--- src/sv/rft_pkg.sv ---
// ----------------------------------------------------------------------------
// rft_pkg
// Types and constants shared by the four-thirds resampler modules.
// ----------------------------------------------------------------------------
`default_nettype none

package rft_pkg;

   localparam int SAMPLE_W  = 16;
   localparam int COEF_W    = 15;
   localparam int DATA_W    = 24;
   localparam int OP_W      = 26;
   localparam int PROD_W    = 42;
   localparam int SHIFT_W   = 27;
   localparam int FRAC_SH   = 15;
   localparam int PHASE_W   = 2;
   localparam int UP_W      = 2;
   localparam int UP_LAST   = 2;
   localparam int COEF_REGS = 3;
   localparam int SEL_W     = 2;
   localparam int NUM_REGS  = 6;
   localparam int IDX_W     = 3;
   localparam int ADDR_W    = 5;
   localparam int PDATA_W   = 32;

   localparam logic [IDX_W-1:0] REG_FB_ONE    = 3'd0;
   localparam logic [IDX_W-1:0] REG_FB_TWO    = 3'd1;
   localparam logic [IDX_W-1:0] REG_FB_THREE  = 3'd2;
   localparam logic [IDX_W-1:0] REG_GAIN_ONE  = 3'd3;
   localparam logic [IDX_W-1:0] REG_GAIN_TWO  = 3'd4;
   localparam logic [IDX_W-1:0] REG_GAIN_THREE = 3'd5;

   typedef logic [COEF_W-1:0] coef_type;

   localparam coef_type REG_RESET [NUM_REGS] = '{
      15'd19293, 15'd5622, 15'd568, 15'd13015, 15'd9598, 15'd8334
   };

   typedef enum logic [2:0] {
      ST_IDLE,
      ST_MUL1,
      ST_SUM,
      ST_MUL2,
      ST_SAT,
      ST_EMIT
   } state_type;

   typedef struct packed {
      logic             accept;
      logic             mul1;
      logic             sum;
      logic             mul2;
      logic             sat;
      logic             emit;
      logic             advance;
      logic [SEL_W-1:0] coef_sel;
   } cmd_type;

   typedef struct packed {
      logic phase_zero;
      logic out_free;
   } status_type;

endpackage

`default_nettype wire

--- src/sv/rft_regs.sv ---
// ----------------------------------------------------------------------------
// rft_regs
// Register bank for the section feedback coefficients and gains.
// ----------------------------------------------------------------------------
`default_nettype none

module rft_regs (
   input  wire logic                          clock,
   input  wire logic                          reset,
   input  wire logic                          psel,
   input  wire logic                          penable,
   input  wire logic                          pwrite,
   input  wire logic [rft_pkg::ADDR_W-1:0]    paddr,
   input  wire logic [rft_pkg::PDATA_W-1:0]   pwdata,
   output logic      [rft_pkg::PDATA_W-1:0]   prdata,
   output rft_pkg::coef_type                  fb_coef [rft_pkg::COEF_REGS],
   output rft_pkg::coef_type                  gain    [rft_pkg::COEF_REGS]
);

   rft_pkg::coef_type              regs_ff [rft_pkg::NUM_REGS];
   rft_pkg::coef_type              regs_in [rft_pkg::NUM_REGS];
   logic [rft_pkg::IDX_W-1:0]      idx;
   logic                           wr_en;

   assign idx   = paddr[rft_pkg::ADDR_W-1:2];
   assign wr_en = psel & penable & pwrite;

   always_comb begin
      prdata = '0;
      for (int i = 0; i < rft_pkg::NUM_REGS; i++) begin
         regs_in[i] = regs_ff[i];
         if (idx == rft_pkg::IDX_W'(i)) begin
            prdata = rft_pkg::PDATA_W'(regs_ff[i]);
            if (wr_en) begin
               regs_in[i] = pwdata[rft_pkg::COEF_W-1:0];
            end
         end
      end
   end

   always_ff @(posedge clock) begin
      if (reset) begin
         regs_ff <= rft_pkg::REG_RESET;
      end else begin
         regs_ff <= regs_in;
      end
   end

   assign fb_coef[0] = regs_ff[rft_pkg::REG_FB_ONE];
   assign fb_coef[1] = regs_ff[rft_pkg::REG_FB_TWO];
   assign fb_coef[2] = regs_ff[rft_pkg::REG_FB_THREE];
   assign gain[0]    = regs_ff[rft_pkg::REG_GAIN_ONE];
   assign gain[1]    = regs_ff[rft_pkg::REG_GAIN_TWO];
   assign gain[2]    = regs_ff[rft_pkg::REG_GAIN_THREE];

endmodule

`default_nettype wire

--- src/sv/rft_ctrl.sv ---
// ----------------------------------------------------------------------------
// rft_ctrl
// Sequencer that steps each upsampled value through the biquad sections.
// ----------------------------------------------------------------------------
`default_nettype none

module rft_ctrl #(
   parameter int SECTIONS = 3
) (
   input  wire logic                clock,
   input  wire logic                reset,
   input  wire logic                req_valid,
   output logic                     req_ready,
   input  wire rft_pkg::status_type status,
   output rft_pkg::cmd_type         cmd
);

   localparam int SEC_W = (SECTIONS > 1) ? $clog2(SECTIONS) : 1;

   rft_pkg::state_type           state_ff, state_in;
   logic [SEC_W-1:0]             sec_ff, sec_in;
   logic [rft_pkg::UP_W-1:0]     up_ff, up_in;

   always_ff @(posedge clock) begin
      if (reset) begin
         state_ff <= rft_pkg::ST_IDLE;
         sec_ff   <= '0;
         up_ff    <= '0;
      end else begin
         state_ff <= state_in;
         sec_ff   <= sec_in;
         up_ff    <= up_in;
      end
   end

   always_comb begin
      state_in  = state_ff;
      sec_in    = sec_ff;
      up_in     = up_ff;
      req_ready = 1'b0;
      cmd       = '0;
      if (int'(sec_ff) >= rft_pkg::COEF_REGS - 1) begin
         cmd.coef_sel = rft_pkg::SEL_W'(rft_pkg::COEF_REGS - 1);
      end else begin
         cmd.coef_sel = rft_pkg::SEL_W'(sec_ff);
      end
      case (state_ff)
         rft_pkg::ST_IDLE: begin
            req_ready = 1'b1;
            if (req_valid) begin
               cmd.accept = 1'b1;
               sec_in     = '0;
               up_in      = '0;
               state_in   = rft_pkg::ST_MUL1;
            end
         end
         rft_pkg::ST_MUL1: begin
            cmd.mul1 = 1'b1;
            state_in = rft_pkg::ST_SUM;
         end
         rft_pkg::ST_SUM: begin
            cmd.sum  = 1'b1;
            state_in = rft_pkg::ST_MUL2;
         end
         rft_pkg::ST_MUL2: begin
            cmd.mul2 = 1'b1;
            state_in = rft_pkg::ST_SAT;
         end
         rft_pkg::ST_SAT: begin
            cmd.sat = 1'b1;
            if (sec_ff == SEC_W'(SECTIONS - 1)) begin
               sec_in   = '0;
               state_in = rft_pkg::ST_EMIT;
            end else begin
               sec_in   = sec_ff + 1'b1;
               state_in = rft_pkg::ST_MUL1;
            end
         end
         rft_pkg::ST_EMIT: begin
            if (!status.phase_zero || status.out_free) begin
               cmd.emit    = status.phase_zero;
               cmd.advance = 1'b1;
               if (up_ff == rft_pkg::UP_W'(rft_pkg::UP_LAST)) begin
                  state_in = rft_pkg::ST_IDLE;
               end else begin
                  up_in    = up_ff + 1'b1;
                  state_in = rft_pkg::ST_MUL1;
               end
            end
         end
         default: begin
            state_in = rft_pkg::ST_IDLE;
         end
      endcase
   end

   a_emit_allowed: assert property (@(posedge clock) disable iff (reset)
      cmd.emit |-> status.phase_zero && status.out_free)
      else $error("result written while not allowed");

   a_accept_start: assert property (@(posedge clock) disable iff (reset)
      req_valid && req_ready |=> state_ff == rft_pkg::ST_MUL1 && sec_ff == '0 && up_ff == '0)
      else $error("item did not start at the first section");

   a_last_section: assert property (@(posedge clock) disable iff (reset)
      state_ff == rft_pkg::ST_SAT && sec_ff == SEC_W'(SECTIONS - 1)
      |=> state_ff == rft_pkg::ST_EMIT)
      else $error("cascade end did not lead to emit");

   a_item_done: assert property (@(posedge clock) disable iff (reset)
      cmd.advance && up_ff == rft_pkg::UP_W'(rft_pkg::UP_LAST) |=> state_ff == rft_pkg::ST_IDLE)
      else $error("item did not finish after three upsampled values");

endmodule

`default_nettype wire

--- src/sv/rft_dp.sv ---
// ----------------------------------------------------------------------------
// rft_dp
// Datapath with one shared multiplier, section delay line and output word.
// ----------------------------------------------------------------------------
`default_nettype none

module rft_dp #(
   parameter int SECTIONS = 3
) (
   input  wire logic                                 clock,
   input  wire logic                                 reset,
   input  wire rft_pkg::cmd_type                     cmd,
   output rft_pkg::status_type                       status,
   input  wire logic signed [rft_pkg::SAMPLE_W-1:0]  req_in_sample,
   input  wire logic                                 req_start_of_buffer,
   input  wire rft_pkg::coef_type                    fb_coef [rft_pkg::COEF_REGS],
   input  wire rft_pkg::coef_type                    gain    [rft_pkg::COEF_REGS],
   input  wire logic                                 rsp_ready,
   output logic                                      rsp_valid,
   output logic signed [rft_pkg::SAMPLE_W-1:0]       rsp_out_sample
);

   localparam int DW = rft_pkg::DATA_W;

   typedef struct packed {
      logic signed [DW-1:0] w1;
      logic signed [DW-1:0] w2;
   } delay_type;

   function automatic logic signed [DW-1:0] sat24(input logic signed [rft_pkg::SHIFT_W-1:0] v);
      logic signed [rft_pkg::SHIFT_W-1:0] hi;
      logic signed [rft_pkg::SHIFT_W-1:0] lo;
      hi = rft_pkg::SHIFT_W'(signed'(8388607));
      lo = rft_pkg::SHIFT_W'(signed'(-8388608));
      if (v > hi) begin
         sat24 = 24'sh7FFFFF;
      end else if (v < lo) begin
         sat24 = 24'sh800000;
      end else begin
         sat24 = v[DW-1:0];
      end
   endfunction

   delay_type                               sec_ff [SECTIONS];
   delay_type                               sec_in [SECTIONS];
   logic signed [DW-1:0]                    x_ff, x_in;
   logic signed [DW-1:0]                    wn_ff, wn_in;
   logic signed [rft_pkg::OP_W-1:0]         y_ff, y_in;
   logic signed [rft_pkg::PROD_W-1:0]       prod_ff, prod_in;
   logic [rft_pkg::PHASE_W-1:0]             phase_ff, phase_in;
   logic signed [rft_pkg::SAMPLE_W-1:0]     out_ff, out_in;
   logic                                    out_valid_ff, out_valid_in;

   logic signed [rft_pkg::OP_W-1:0]         mul_a;
   logic signed [rft_pkg::SAMPLE_W-1:0]     mul_b;
   logic signed [rft_pkg::PROD_W-1:0]       mul_res;
   logic signed [rft_pkg::SHIFT_W-1:0]      prod_sh;
   logic signed [rft_pkg::SHIFT_W-1:0]      diff;
   logic signed [DW-1:0]                    wn_sat;
   logic signed [DW:0]                      round_x;
   logic signed [DW-6:0]                    quot;

   always_comb begin
      if (cmd.mul2) begin
         mul_a = y_ff;
         mul_b = signed'({1'b0, gain[cmd.coef_sel]});
      end else begin
         mul_a = rft_pkg::OP_W'(sec_ff[0].w2);
         mul_b = signed'({1'b0, fb_coef[cmd.coef_sel]});
      end
   end

   assign mul_res = mul_a * mul_b;
   assign prod_sh = prod_ff[rft_pkg::PROD_W-1:rft_pkg::FRAC_SH];
   assign diff    = rft_pkg::SHIFT_W'(x_ff) - prod_sh;
   assign wn_sat  = sat24(diff);
   assign round_x = (DW + 1)'(x_ff) + (x_ff[DW-1] ? (DW + 1)'(63) : (DW + 1)'(0));
   assign quot    = round_x[DW:6];

   always_comb begin
      sec_in       = sec_ff;
      x_in         = x_ff;
      wn_in        = wn_ff;
      y_in         = y_ff;
      prod_in      = prod_ff;
      phase_in     = phase_ff;
      out_in       = out_ff;
      out_valid_in = out_valid_ff & ~rsp_ready;

      if (cmd.accept) begin
         x_in = DW'(req_in_sample) <<< 6;
         if (req_start_of_buffer) begin
            phase_in = '0;
         end
      end
      if (cmd.mul1 || cmd.mul2) begin
         prod_in = mul_res;
      end
      if (cmd.sum) begin
         wn_in = wn_sat;
         y_in  = rft_pkg::OP_W'(wn_sat) + {sec_ff[0].w1[DW-1], sec_ff[0].w1, 1'b0}
               + rft_pkg::OP_W'(sec_ff[0].w2);
      end
      if (cmd.sat) begin
         x_in = sat24(prod_sh);
         for (int i = 0; i < SECTIONS - 1; i++) begin
            sec_in[i] = sec_ff[i + 1];
         end
         sec_in[SECTIONS - 1].w1 = wn_ff;
         sec_in[SECTIONS - 1].w2 = sec_ff[0].w1;
      end
      if (cmd.emit) begin
         out_valid_in = 1'b1;
         if (quot > (DW - 5)'(signed'(32767))) begin
            out_in = 16'sh7FFF;
         end else if (quot < (DW - 5)'(signed'(-32768))) begin
            out_in = 16'sh8000;
         end else begin
            out_in = quot[rft_pkg::SAMPLE_W-1:0];
         end
      end
      if (cmd.advance) begin
         phase_in = phase_ff + 1'b1;
         x_in     = '0;
      end
   end

   always_ff @(posedge clock) begin
      if (reset) begin
         for (int i = 0; i < SECTIONS; i++) begin
            sec_ff[i] <= '0;
         end
         phase_ff     <= '0;
         out_valid_ff <= 1'b0;
      end else begin
         sec_ff       <= sec_in;
         phase_ff     <= phase_in;
         out_valid_ff <= out_valid_in;
      end
   end

   always_ff @(posedge clock) begin
      x_ff    <= x_in;
      wn_ff   <= wn_in;
      y_ff    <= y_in;
      prod_ff <= prod_in;
      out_ff  <= out_in;
   end

   assign status.phase_zero = (phase_ff == '0);
   assign status.out_free   = ~out_valid_ff | rsp_ready;
   assign rsp_valid         = out_valid_ff;
   assign rsp_out_sample    = out_ff;

endmodule

`default_nettype wire

--- src/sv/resample_four_thirds_iir.sv ---
// ----------------------------------------------------------------------------
// resample_four_thirds_iir
// Up-by-three, down-by-four audio resampler with a biquad low-pass cascade.
// ----------------------------------------------------------------------------
// The req channel takes one 16-bit sample per word, with a start-of-buffer
// flag that restarts the decimation phase. The rsp channel gives zero or one
// filtered word per input word. Each section has a feedback coefficient and a
// gain in the APB register bank; pready is always high.
// An input word passes through the cascade once for each of its three
// upsampled values: each section runs four steps around the single shared
// multiplier (feedback product, state update, gain product, saturation), and
// each upsampled value needs one further step that advances the decimation
// phase and, when the phase is zero, delivers its result.
// The next word is taken once the current one is done, even while a result
// still waits in the output register. If the receiver stalls, the sequencer
// holds before overwriting that register until the waiting word is taken.
// Reset clears the filter state, the decimation phase and the output valid,
// and loads the register defaults. Filter state persists across buffers.
// ----------------------------------------------------------------------------
`default_nettype none

module resample_four_thirds_iir #(
   parameter int SECTIONS = 3
) (
   input  wire logic                                 clock,
   input  wire logic                                 reset,
   input  wire logic                                 req_valid,
   output logic                                      req_ready,
   input  wire logic signed [rft_pkg::SAMPLE_W-1:0]  req_in_sample,
   input  wire logic                                 req_start_of_buffer,
   output logic                                      rsp_valid,
   input  wire logic                                 rsp_ready,
   output logic signed [rft_pkg::SAMPLE_W-1:0]       rsp_out_sample,
   input  wire logic                                 psel,
   input  wire logic                                 penable,
   input  wire logic                                 pwrite,
   input  wire logic [rft_pkg::ADDR_W-1:0]           paddr,
   input  wire logic [rft_pkg::PDATA_W-1:0]          pwdata,
   output logic      [rft_pkg::PDATA_W-1:0]          prdata,
   output logic                                      pready
);

   rft_pkg::coef_type    fb_coef [rft_pkg::COEF_REGS];
   rft_pkg::coef_type    gain    [rft_pkg::COEF_REGS];
   rft_pkg::cmd_type     cmd;
   rft_pkg::status_type  status;

   assign pready = 1'b1;

   rft_regs u_regs (
      .clock   (clock),
      .reset   (reset),
      .psel    (psel),
      .penable (penable),
      .pwrite  (pwrite),
      .paddr   (paddr),
      .pwdata  (pwdata),
      .prdata  (prdata),
      .fb_coef (fb_coef),
      .gain    (gain)
   );

   rft_ctrl #(
      .SECTIONS (SECTIONS)
   ) u_ctrl (
      .clock     (clock),
      .reset     (reset),
      .req_valid (req_valid),
      .req_ready (req_ready),
      .status    (status),
      .cmd       (cmd)
   );

   rft_dp #(
      .SECTIONS (SECTIONS)
   ) u_dp (
      .clock               (clock),
      .reset               (reset),
      .cmd                 (cmd),
      .status              (status),
      .req_in_sample       (req_in_sample),
      .req_start_of_buffer (req_start_of_buffer),
      .fb_coef             (fb_coef),
      .gain                (gain),
      .rsp_ready           (rsp_ready),
      .rsp_valid           (rsp_valid),
      .rsp_out_sample      (rsp_out_sample)
   );

endmodule

`default_nettype wire

--- config.mk ---
export PLATFORM = sky130hd
export DESIGN_NAME = resample_four_thirds_iir
export DESIGN_NICKNAME = d
export VERILOG_FILES = /design/src/sv/rft_pkg.sv /design/src/sv/rft_regs.sv /design/src/sv/rft_ctrl.sv /design/src/sv/rft_dp.sv /design/src/sv/resample_four_thirds_iir.sv
export SDC_FILE = /design/constraint.sdc
export NUM_CORES = 2
export LEC_CHECK = 0
export BUFFER_PORTS_ARGS = -buffer_cell sky130_fd_sc_hd__clkbuf_2
export CAP_MARGIN = 20
export CORE_ASPECT_RATIO = 0.8
export CORE_UTILIZATION = 40
export CTS_BUF_LIST = sky130_fd_sc_hd__clkbuf_4 sky130_fd_sc_hd__clkbuf_8 sky130_fd_sc_hd__clkbuf_16
export DETAILED_ROUTE_END_ITERATION = 10
export HOLD_SLACK_MARGIN = 0.03
export PLACE_DENSITY = 0.62
export SLEW_MARGIN = 0
export SYNTH_ARGS = -nofsm -noshare
export SYNTH_HDL_FRONTEND = slang
export SYNTH_SLANG_ARGS = --single-unit
--- constraint.sdc ---
create_clock -name clock -period 21.3 [get_ports clock]
set_input_delay 0 -clock clock [delete_from_list [all_inputs] [get_ports clock]]
set_output_delay 0 -clock clock [all_outputs]
set_load 0.01 [all_outputs]
==> run metrics <==
setup repair after global routing missed its margin=false; Avg WL per Cell=around 19 um; cell count after synthesis=between 3,000 and 4,000; commonest register cell after synthesis=sky130_fd_sc_hd__dfxtp_1; data required time at the worst endpoint=~22 ns; crit end category=register; count of flip-flops with a built-in enable after synthesis=93; highest attainable clock frequency=106 MHz; power density normalized to cell area=roughly 110 mW/mm^2; clock root buffer=sky130_fd_sc_hd__clkbuf_16; placer's final routability congestion estimate=a little over 0.9; outcome=complete, no violations; Synth Register Bits=361; total via count in the routed design=around 25,000; CP startpoint=u_ctrl.state_ff[0]; headroom to the max-slew limit=25.4%; post_cts resized=0; buffer depth of the longest clock path=3; total global routing overflow=0; floorplan die width=317 um; Crit-path slowest cell=sky130_fd_sc_hd__a21oi_1; count of final max-slew check failures=0; cts-stage hold buffer count=38; part of the Yosys area used for sequential elements=roughly 26%; Total Die Area=approximately 0.081 sq mm; Max stage delay on crit path=between 0.6 and 0.7 ns; total of buffers placed on input and output ports=74; Critical R2R Launch=u_ctrl.state_ff[0]; highest fanout seen on the critical path=between 70 and 80; Ant. Diodes=0; violation count after the first detailed-routing iteration=approximately 2,000; TNS Setup=0 ns; antenna violations before repair=0; post-DP HPWL=between 60 and 70 mm; Post-route DRC=0; ratio of routed vias to standard cells=5.23; pin count of the biggest net entering global routing=a little over 100; pin slew with the least headroom to its limit=between 1 and 1.5 ns; Hold Vio Cnt, Final=0; startpoint type of the worst setup path=register; number of sinks driven by the clock tree=361; wire length of the first global-routing pass=~140 mm; number of different library cells in the post-synthesis netlist=76; insertion delay to the later sink of the worst-skew pair=~0.59 ns; Area Growth Syn to Fin=9.44%; Setup Buffers After CTS=0; ratio of cells with drive above 1 in the final layout=under 10%; placed cell area=around 0.033 sq mm; initial core utilization=between 40% and 50%; fin crit share=between 40 and 50%; most frequent cells in the layout=775 x sky130_fd_sc_hd__nand2_1, 573 x sky130_fd_sc_hd__inv_1, 401 x sky130_fd_sc_hd__fa_1; most repeated library cell on the critical path=sky130_fd_sc_hd__fa_1; portion of synthesized cell area occupied by the leading cell type=25.2%; CTS H-Tree Depth=2; die span in y=~250 um; Final setup violation count=0; Max Cap Violations=0; leading cell types by total area after synthesis=sky130_fd_sc_hd__fa_1 25%, sky130_fd_sc_hd__dfxtp_1 17%, sky130_fd_sc_hd__nand2_1 9.2%, sky130_fd_sc_hd__edfxtp_1 8.8%, sky130_fd_sc_hd__inv_1 6.8%; Ports=approximately 110; GRT Resource Usage Total=22.6%; post-route ant nets=0; worst min-delay path category=input port to register; number of nets in the layout=around 4,300; share of synthesized registers carrying an async set or reset=0%; CTS tree=built; standard cell core area=about 0.079 sq mm; clock tree skew after final layout=approximately 0.035 ns; Yosys top cell by area=sky130_fd_sc_hd__fa_1; worst hold path startpoint=pwrite; static leakage power=roughly 15 nW; clk slew on worst S/H paths=~0.060 ns; data arrival at the endpoint of the critical path=9.76 ns; mean area per synthesized cell=8.58 sq um; layout filler cell count=7,744; Mapped Area=approximately 0.032 sq mm; worst hold margin=~0.17 ns; number of synthesis warnings=0; number of buffers created by CTS=38; Setup CP Type=register to register; vias in the first global route=between 20,000 and 25,000; finished layout cell area=approximately 0.035 sq mm; wire length reported by the detailed router=88.6 mm; iteration count of the initial detailed-routing pass=6; Tmin final=approximately 9.4 ns; leading cell type in the layout, fill and taps excluded=sky130_fd_sc_hd__nand2_1; Peak supply drop=~0.13 mV; FP Rows=92
==> logic make-up (layout without fill, tap and decap cells) <==
family | Yosys count | after routing | synth area share (%)
and+or+nand+nor | 1238 | 1238 | 16.4
buffers and inverters | 773 | 799 | 9.39
AOI/OAI and AO/OA | 613 | 613 | 11.7
adders and majority gates | 558 | 558 | 31.4
DFF | 361 | 361 | 25.6
xor gates and xnor gates | 92 | 92 | 2.53
muxes | 69 | 69 | 2.98
other | 2 | 18 | 0.0236
==> stage by stage <==
step / utilization, % / setup slack [ns] / power (mW) / std cells
after floorplan: - / 12.65 / 2.53 / 3722
after global placement: 42.2 / 12.01 / 3.12 / 4673
after detailed placement: 42.2 / 11.97 / 3.13 / 4673
after CTS: 44.2 / 11.98 / 3.82 / 4780
after global routing: 44.2 / 11.52 / 4.12 / 4782
final: 44.2 / 11.90 / 3.83 / 4782
==> flip-flops by register name, indices dropped and copies added, names as in the netlist, 3 cells and up <==
signal               flops
u_dp.rsp_out_sample     16
u_dp.wn_ff              24
u_ctrl.state_ff          3
u_dp.prod_ff            27
u_dp.sec_ff            144
u_regs.fb_coef          45
u_dp.y_ff               26
u_dp.x_ff               24
u_regs.gain             45
==> cells in the mapped netlist (all sizes together) (44+ instances only) <==
cell    number
dfxtp      268
a21o        50
a21oi      294
inv        573
clkbuf     165
xnor2       61
mux2i       44
fa         401
ha         157
edfxtp      93
o21ai       96
nor2       251
nand2      776
==> per-layer routing <==
metal	vias up	part of all wire [%]	global-route usage, %
li1	11800	-	-
met4	0	2.4	5.99
met1	12300	46	32.6
met3	123	8.5	4.90
met2	835	43	34.1
met5	-	0	0
==> layout make-up <==
class	instances	area, sq um	share of cell area, %
inverter	573	2150	6.18
clock inverter	16	116	0.334
timing repair buffer	157	1090	3.14
sequential	361	8160	23.4
multi-input combinational	2588	20900	60.0
tap	1034	1290	3.72
clock buffer	53	1110	3.18
==> critical path: cells and delay by family (launching register included) <==
kind            cells  cell delay (ns)
buf+inv             5             0.91
flops               1             0.56
simple gates        7             2.13
compound gates      6             1.98
fa+ha+maj           7             3.55
==> path summary, 6_finish.rpt <==
| kind | endpoint | slack (ns) | depth (start not counted) |
|---|---|---|---|
| setup / recovery | u_dp.prod_ff[39] | 11.90 | 25 |
| hold / removal | u_regs.fb_coef[36] | 0.17 | 6 |
| setup reg to reg | u_dp.prod_ff[39] | 11.90 | 25 |
| hold reg to reg | u_dp.sec_ff[115] | 0.44 | 2 |
==> power by group <==
part / switching (mW) / total (mW) / internal [mW] / leakage (nW)
combinational: 1.37 / 2.18 / 0.817 / 11.6
sequential: 0.0812 / 0.978 / 0.897 / 3.03
clock: 0.288 / 0.665 / 0.377 / 0.619
(Power assumes the default switching activity.)
